$ cat src/sv/mcr_pkg.sv
// ---------------------------------------------------------------------------
// Midpoint circle rasterizer package
// Widths, types and codes shared by the rasterizer and its channel interfaces.
// ---------------------------------------------------------------------------
package mcr_pkg;

	localparam int COORD_WIDTH = 12;
	localparam int RAD_WIDTH   = COORD_WIDTH - 1;
	localparam int PIX_WIDTH   = COORD_WIDTH + 2;
	localparam int DEC_WIDTH   = COORD_WIDTH + 2;

	// function codes of an input transaction
	localparam logic FUNC_START = 1'b0;
	localparam logic FUNC_STEP  = 1'b1;

	// eight mirror pixels per octant point
	localparam int          MIRROR_COUNT = 8;
	localparam int          IDX_WIDTH    = $clog2(MIRROR_COUNT);
	localparam logic [IDX_WIDTH-1:0] LAST_IDX = IDX_WIDTH'(MIRROR_COUNT - 1);

	typedef logic        [COORD_WIDTH-1:0] coord_t;
	typedef logic        [RAD_WIDTH-1:0]   rad_t;
	typedef logic signed [PIX_WIDTH-1:0]   pix_t;
	typedef logic signed [DEC_WIDTH-1:0]   dec_t;
	typedef logic        [IDX_WIDTH-1:0]   idx_t;

endpackage

$ cat src/sv/mcr_in_if.sv
// ---------------------------------------------------------------------------
// Rasterizer command channel
// Valid/ready channel carrying start and step commands.
// ---------------------------------------------------------------------------
interface mcr_in_if;

	logic            valid;
	logic            ready;
	logic            func;
	mcr_pkg::coord_t center_x;
	mcr_pkg::coord_t center_y;
	mcr_pkg::rad_t   radius;

	modport source (output valid, output func, output center_x, output center_y,
		output radius, input ready);
	modport sink (input valid, input func, input center_x, input center_y,
		input radius, output ready);

endinterface

$ cat src/sv/mcr_out_if.sv
// ---------------------------------------------------------------------------
// Rasterizer pixel channel
// Valid/ready channel carrying plotted pixels and arc-complete reports.
// ---------------------------------------------------------------------------
interface mcr_out_if;

	logic          valid;
	logic          ready;
	mcr_pkg::pix_t pixel_x;
	mcr_pkg::pix_t pixel_y;
	logic          pixel_valid;
	logic          last;
	logic          done_res;

	modport source (output valid, output pixel_x, output pixel_y, output pixel_valid,
		output last, output done_res, input ready);
	modport sink (input valid, input pixel_x, input pixel_y, input pixel_valid,
		input last, input done_res, output ready);

endinterface

$ cat src/sv/midpoint_circle_rasterizer_unit.sv
// ---------------------------------------------------------------------------
// Midpoint circle rasterizer
// Octant stepper with eight-way mirroring onto a single pixel channel.
// ---------------------------------------------------------------------------
// An accepted command is captured into the emitter snapshot, and its first result
// is then loaded from there into the output register, from which it can be taken.
// A start or a stepping command gives eight results, one per cycle from the mirror
// counter while the pixel side takes them; a done report gives one.
// While the emitter is busy, a new command is taken only together with the last
// result of the one before, as set by the single output port. Reset clears the
// circle state and empties the emitter and output register.
module midpoint_circle_rasterizer_unit (
	input  logic       clk,
	input  logic       arst_n,
	mcr_in_if.sink     item,
	mcr_out_if.source  result
);

	// circle state
	mcr_pkg::coord_t cx_q, cy_q;
	mcr_pkg::rad_t   ox_q, oy_q;
	mcr_pkg::dec_t   dec_q;
	logic            active_q;

	// emitter snapshot
	mcr_pkg::coord_t cx_s1, cy_s1;
	mcr_pkg::rad_t   ox_s1, oy_s1;
	logic            done_s1;
	logic            busy_s1;
	mcr_pkg::idx_t   idx_s1;

	// output register
	logic            out_valid_q;
	mcr_pkg::pix_t   px_q, py_q;
	logic            pvalid_q, last_q, done_q;

	logic            produce, finishing, accept;
	logic            step_done;
	mcr_pkg::rad_t   ox_n, oy_n;
	mcr_pkg::dec_t   dec_n;
	logic signed [mcr_pkg::DEC_WIDTH:0] p_ext, x_ext, y_ext;
	mcr_pkg::rad_t   a_off, b_off;
	mcr_pkg::pix_t   px_n, py_n;
	logic            last_n;

	assign produce   = busy_s1 && (!out_valid_q || result.ready);
	assign last_n    = done_s1 || (idx_s1 == mcr_pkg::LAST_IDX);
	assign finishing = produce && last_n;
	assign item.ready = !busy_s1 || finishing;
	assign accept    = item.valid && item.ready;

	// next octant point
	always_comb begin
		step_done = !active_q || (ox_q >= oy_q);
		ox_n  = ox_q + mcr_pkg::RAD_WIDTH'(1);
		oy_n  = oy_q;
		p_ext = (mcr_pkg::DEC_WIDTH + 1)'(dec_q);
		x_ext = (mcr_pkg::DEC_WIDTH + 1)'(ox_n);
		y_ext = '0;
		if (dec_q < 0) begin
			p_ext = (mcr_pkg::DEC_WIDTH + 1)'(p_ext + (x_ext <<< 1) + 1);
		end else begin
			oy_n  = oy_q - mcr_pkg::RAD_WIDTH'(1);
			y_ext = (mcr_pkg::DEC_WIDTH + 1)'(oy_n);
			p_ext = (mcr_pkg::DEC_WIDTH + 1)'(p_ext + ((x_ext - y_ext) <<< 1) + 1);
		end
		dec_n = p_ext[mcr_pkg::DEC_WIDTH-1:0];
	end

	// mirror select: bit 2 swaps x/y, bit 0 negates first offset, bit 1 the second
	always_comb begin
		a_off = idx_s1[2] ? oy_s1 : ox_s1;
		b_off = idx_s1[2] ? ox_s1 : oy_s1;
		if (idx_s1[0])
			px_n = mcr_pkg::PIX_WIDTH'(cx_s1) - mcr_pkg::PIX_WIDTH'(a_off);
		else
			px_n = mcr_pkg::PIX_WIDTH'(cx_s1) + mcr_pkg::PIX_WIDTH'(a_off);
		if (idx_s1[1])
			py_n = mcr_pkg::PIX_WIDTH'(cy_s1) - mcr_pkg::PIX_WIDTH'(b_off);
		else
			py_n = mcr_pkg::PIX_WIDTH'(cy_s1) + mcr_pkg::PIX_WIDTH'(b_off);
	end

	always_ff @(posedge clk or negedge arst_n) begin
		if (!arst_n) begin
			cx_q     <= '0;
			cy_q     <= '0;
			ox_q     <= '0;
			oy_q     <= '0;
			dec_q    <= '0;
			active_q <= 1'b0;
		end else if (accept) begin
			case (item.func)
				mcr_pkg::FUNC_START: begin
					cx_q     <= item.center_x;
					cy_q     <= item.center_y;
					ox_q     <= '0;
					oy_q     <= item.radius;
					dec_q    <= mcr_pkg::dec_t'(1) - mcr_pkg::DEC_WIDTH'(item.radius);
					active_q <= 1'b1;
				end
				mcr_pkg::FUNC_STEP: begin
					if (step_done) begin
						active_q <= 1'b0;
					end else begin
						ox_q  <= ox_n;
						oy_q  <= oy_n;
						dec_q <= dec_n;
					end
				end
				default: begin
					active_q <= active_q;
				end
			endcase
		end
	end

	// snapshot for the emitter
	always_ff @(posedge clk) begin
		if (accept) begin
			if (item.func == mcr_pkg::FUNC_START) begin
				cx_s1   <= item.center_x;
				cy_s1   <= item.center_y;
				ox_s1   <= '0;
				oy_s1   <= item.radius;
				done_s1 <= 1'b0;
			end else begin
				cx_s1   <= cx_q;
				cy_s1   <= cy_q;
				ox_s1   <= ox_n;
				oy_s1   <= oy_n;
				done_s1 <= step_done;
			end
		end
	end

	always_ff @(posedge clk or negedge arst_n) begin
		if (!arst_n) begin
			busy_s1     <= 1'b0;
			idx_s1      <= '0;
			out_valid_q <= 1'b0;
		end else begin
			if (produce) begin
				out_valid_q <= 1'b1;
				idx_s1      <= idx_s1 + mcr_pkg::IDX_WIDTH'(1);
				if (last_n)
					busy_s1 <= 1'b0;
			end else if (result.ready) begin
				out_valid_q <= 1'b0;
			end
			if (accept) begin
				busy_s1 <= 1'b1;
				idx_s1  <= '0;
			end
		end
	end

	always_ff @(posedge clk) begin
		if (produce) begin
			px_q     <= done_s1 ? '0 : px_n;
			py_q     <= done_s1 ? '0 : py_n;
			pvalid_q <= !done_s1;
			last_q   <= last_n;
			done_q   <= done_s1;
		end
	end

	assign result.valid       = out_valid_q;
	assign result.pixel_x     = px_q;
	assign result.pixel_y     = py_q;
	assign result.pixel_valid = pvalid_q;
	assign result.last        = last_q;
	assign result.done_res    = done_q;

	a_done_single: assert property (@(posedge clk) disable iff (!arst_n)
		result.valid && result.done_res |-> result.last && !result.pixel_valid)
		else $error("done report not a single non-pixel result");

	a_accept_busy: assert property (@(posedge clk) disable iff (!arst_n)
		item.valid && item.ready |=> busy_s1 && idx_s1 == '0)
		else $error("accepted transaction did not load the emitter");

	a_done_first: assert property (@(posedge clk) disable iff (!arst_n)
		busy_s1 && done_s1 |-> idx_s1 == '0)
		else $error("done report emitter advanced past one result");

	a_last_frees: assert property (@(posedge clk) disable iff (!arst_n)
		busy_s1 && !last_n |-> !item.ready)
		else $error("command taken while mirror pixels remain");

endmodule

$ cat src/flat_wrapper.sv
// flat-port wrapper written by rule: the top's interface ports become plain ports
module midpoint_circle_rasterizer_unit_flat 
  (clk, arst_n, item_valid, item_func, item_center_x, item_center_y, item_radius, item_ready, result_valid, result_pixel_x, result_pixel_y, result_pixel_valid, result_last, result_done_res, result_ready);
  mcr_in_if item_i ();
  mcr_out_if result_i ();
  input  logic clk;
  input  logic arst_n;
  input wire logic [$bits(item_i.valid)-1:0] item_valid;
  input wire logic [$bits(item_i.func)-1:0] item_func;
  input wire logic [$bits(item_i.center_x)-1:0] item_center_x;
  input wire logic [$bits(item_i.center_y)-1:0] item_center_y;
  input wire logic [$bits(item_i.radius)-1:0] item_radius;
  output wire logic [$bits(item_i.ready)-1:0] item_ready;
  output wire logic [$bits(result_i.valid)-1:0] result_valid;
  output wire logic [$bits(result_i.pixel_x)-1:0] result_pixel_x;
  output wire logic [$bits(result_i.pixel_y)-1:0] result_pixel_y;
  output wire logic [$bits(result_i.pixel_valid)-1:0] result_pixel_valid;
  output wire logic [$bits(result_i.last)-1:0] result_last;
  output wire logic [$bits(result_i.done_res)-1:0] result_done_res;
  input wire logic [$bits(result_i.ready)-1:0] result_ready;
  assign item_i.valid = item_valid;
  assign item_i.func = item_func;
  assign item_i.center_x = item_center_x;
  assign item_i.center_y = item_center_y;
  assign item_i.radius = item_radius;
  assign item_ready = item_i.ready;
  assign result_valid = result_i.valid;
  assign result_pixel_x = result_i.pixel_x;
  assign result_pixel_y = result_i.pixel_y;
  assign result_pixel_valid = result_i.pixel_valid;
  assign result_last = result_i.last;
  assign result_done_res = result_i.done_res;
  assign result_i.ready = result_ready;
  midpoint_circle_rasterizer_unit u_core (.clk(clk), .arst_n(arst_n), .item(item_i), .result(result_i));
endmodule
$ cat config.mk
export PLATFORM = sky130hd
export DESIGN_NAME = midpoint_circle_rasterizer_unit_flat
export DESIGN_NICKNAME = d
export VERILOG_FILES = /design/src/sv/mcr_pkg.sv /design/src/sv/mcr_in_if.sv /design/src/sv/mcr_out_if.sv /design/src/sv/midpoint_circle_rasterizer_unit.sv /design/src/flat_wrapper.sv
export SDC_FILE = /design/constraint.sdc
export NUM_CORES = 1
export LEC_CHECK = 0
export BUFFER_PORTS_ARGS = -buffer_cell sky130_fd_sc_hd__buf_2
export CORE_MARGIN = 4
export CORE_UTILIZATION = 56
export CTS_CLUSTER_DIAMETER = 50
export DETAILED_ROUTE_END_ITERATION = 8
export PLACE_DENSITY = 0.79
export SYNTH_ARGS = -nofsm -noshare
export SYNTH_HDL_FRONTEND = slang
export SYNTH_SLANG_ARGS = --single-unit
$ cat constraint.sdc
create_clock -name clk -period 3.8 [get_ports clk]
set_input_delay 0 -clock clk [delete_from_list [all_inputs] [get_ports clk]]
set_output_delay 0 -clock clk [all_outputs]
set_load 0.005 [all_outputs]
==> flow_summary.ini <==
[route]
route.antenna.remaining_nets = 0
drcViolationCount = 0
drt-initial-drc-count = 449
num_vias = 7734
drt-pass1-iter-count = 5
wire_per_inst_um = 16.9
vias_per_cell = 5.65
finalWirelength_um = 23200

[setup_path]
worst-r2r-setup-slack_ps = 40
cp_max_fo = 4
cpLargestDelayFamily = adder cells
cp-end-kind = flip-flop
r2r_end = u_core.dec_q[13]
startpoint_type = flip-flop
critPathBufInv = 1
critPathLaunch = u_core.oy_q[0]
criticalPathCategory = reg2reg
reg2reg_depth = 18
path_cells = inv_4 -> ha_4 -> fa_2 -> a21oi_2 -> maj3_2 -> o21bai_1 -> maj3_2 -> o211ai_2 -> o211ai_2 -> xnor2_1 -> ha_1 -> or2_2 -> a21oi_2 -> a21oi_2 -> a21o_1 -> a21oi_2 -> xor2_1 -> a221oi_2
crit_cells = 18
critical_path.max_stage_delay_ps = 420
cpMostUsedCell = a21oi_2
crit_path_top_delay_cell = dfrtp_2
required_ps = 4080
r2r-start = u_core.oy_q[0]
arrival_ps = 4040
cp-endpoint = u_core.dec_q[13]

[layout]
nNetsFinal = 1270
syn_to_final_growth_pct = 19.0
design_area_um2 = 12000
fill_cells = 1252
drive_gt1_frac = 0.232
antenna_cells = 0

[cts]
cts_buffer_depth = 2
tritoncts = done
cts_sinks = 144
path_clk_slew_ps = 70
ctsRootBufferMaster = clkbuf_16
cts_buffers = 17
cts_max_level = 4
clk_latency_ps = 430

[synth]
avgSynthCellArea_um2 = 10.1
ys_seq_area_frac = 0.396
yosysTopAreaCell = edfxtp_1
synth_cell_types = 66
ys.flop_type = edfxtp_1
synth_top_area_frac = 0.232
yosys-top-cells-area = edfxtp_1 (23%), dfrtp_1 (16%), ha_1 (11%)
synthesis.nets = 1140
yosys_warnings = 0
synth-edff-count = 78
synth_common_cells = ha_1 (92), inv_1 (82), nor2_1 (79)
ys_ff_latch = 144
async_flop_share = 0.458
synth.most_common_cell = ha_1
synthCells = 1001
netlist_area_um2 = 10100

[global_routing]
grt_pass1_vias = 7466
grt_usage = 0.233
overflow = 0
grt_max_degree = 76
grt_antenna_before_repair = 0
grt_pass1_wl_um = 37200

[run_status]
status = complete, but fails checks
violations = hold timing

[timing]
maxSlewHeadroom = 0.180
drv_slew = 0
worstMarginPinSlew_ps = 1230
setup_ws_ps = 40.9
fin_skew_ps = 9.84
setup_viol_count_final = 0
rsz0062_at_grt = yes
hold_viol_final = 1
hold_ws_ps = -11.0
fmax_mhz = 266
period_minus_slack_ps = 3760
period_share = 0.989

[power]
vdd_drop_max_v = 0.000567
power_frac_clock = 0.152
swShare = 0.425
pwr-share-comb = 0.607
p_seq_frac = 0.242
p_int_mw = 6.24
p_leak_nw = 5.24
power_density_nw_per_um2 = 904
switchingPower_mw = 4.62

[place]
pre_cts_ws_ps = -130
place.gp.congestion = 0.876
place_area_um2 = 10900
dp_hpwl_um = 16100
port_buffers = 72

[floorplanning]
start_util = 0.578
core-area_um2 = 17500
fp.dieH_um = 142
ios = 73
die_area_um2 = 20200
num_rows = 48
die_w_um = 142

[hold_path]
worst_hold_path_type = in2reg

[job]
maxCapViolCount = 0
tightest hold or removal path, delay by kind of cell:
kind | cells | cell delay (ps)
XOR/XNOR | 1 | 80
AO/OA/AOI/OAI | 2 | 170
buffers and inverters | 1 | 130
metrics by stage:
stage / setup TNS, ps / power [mW] / cells / utilization
6_report: 0 / 10.9 / 1369 / 0.688
4_1_cts: 0 / 10.5 / 1364 / 0.681
2_1_floorplan: 0 / 7.16 / 1001 / -
3_3_place_gp: -96.4 / 8.35 / 1296 / 0.623
5_1_grt: -590 / 11.7 / 1369 / 0.688
3_5_place_dp: -254 / 8.52 / 1296 / 0.623
power by group through the flow:
| stage | registers, mW | clock network, mW | logic [mW] |
|---|---|---|---|
| after floorplan | 2.53 | 0 | 4.63 |
| after global placement | 2.60 | 0 | 5.75 |
| after detailed placement | 2.63 | 0 | 5.89 |
| after CTS | 2.61 | 1.67 | 6.21 |
| after global routing | 2.68 | 1.74 | 7.33 |
| final | 2.62 | 1.65 | 6.59 |
how the worst min path moves through the flow:
stage | from | to | slack (ps) | cells past startpoint
global route | item_radius[10] | u_core.dec_q[10] | 40 | 4
floorplan | arst_n | u_core.active_q | -300 | 0
CTS | item_radius[10] | u_core.dec_q[10] | 7 | 4
finish | item_radius[10] | u_core.dec_q[10] | -10 | 4
global placement | arst_n | u_core.cx_q[7] | 190 | 1
detailed placement | arst_n | u_core.cx_q[7] | 210 | 1
sequential cells by signal, summed over array words and instances, names as in the netlist, 3 cells and up:
name,count
u_core.cx_s1,12
u_core.dec_q,14
u_core.idx_s1,3
u_core.cy_q,12
u_core.oy_s1,11
u_core.ox_s1,11
u_core.result.pixel_y,14
u_core.cy_s1,12
u_core.oy_q,11
u_core.result.pixel_x,14
u_core.cx_q,12
u_core.ox_q,11
logic make-up after synthesis:
family                     after synthesis  synth area share
and+or+nand+nor                        232             0.108
AOI/OAI and AO/OA                      227             0.146
DFF                                    144             0.396
buffers and inverters                  120            0.0457
adders and majority gates              103             0.132
xor gates and xnor gates                89            0.0802
muxes                                   86            0.0930
layout by cell type (no fill, tap or decap), types with 7 or more instances in the layout:
cell	instances
a21o_1	20
a21oi_1	55
a21oi_2	7
and2_1	8
buf_2	72
buf_4	42
clkbuf_16	17
dfrtp_1	63
dlygate4sd3_1	33
edfxtp_1	78
ha_1	89
inv_1	79
mux2_2	62
mux2i_1	24
nand2_1	62
nand2b_1	8
nand3_1	12
nand4_1	8
nor2_1	78
nor2b_1	14
nor3_1	13
o211ai_1	14
o21a_1	9
o21ai_0	51
o21bai_1	16
xnor2_1	56
xnor2_2	7
xor2_1	24
layer usage:
| layer | share of wire | vias to the layer above | track usage |
|---|---|---|---|
| li1 | - | 3805 | - |
| met1 | 0.45 | 3675 | 0.307 |
| met2 | 0.48 | 221 | 0.393 |
| met3 | 0.055 | 33 | 0.0474 |
| met4 | 0.018 | 0 | 0.0667 |
| met5 | 0 | - | 0 |
layout make-up:
type                       instances  area [um^2]  share of cell area
clock inverter                    15          149              0.0124
timing repair buffer             148         1030              0.0854
multi-input combinational        737         5820               0.485
clock buffer                      17          425              0.0354
inverter                          83          314              0.0261
tap                              225          282              0.0234
sequential                       144         4000               0.333
what timing repair did:
action,CTS,global route
buffers inserted,3,5
hold buffers,33,0
endpoints found under the hold margin,91,0
gates resized for setup,12,18
pin swaps,9,23
setup endpoints to repair,5,6
Note: power is estimated with default switching activity, not from simulation.
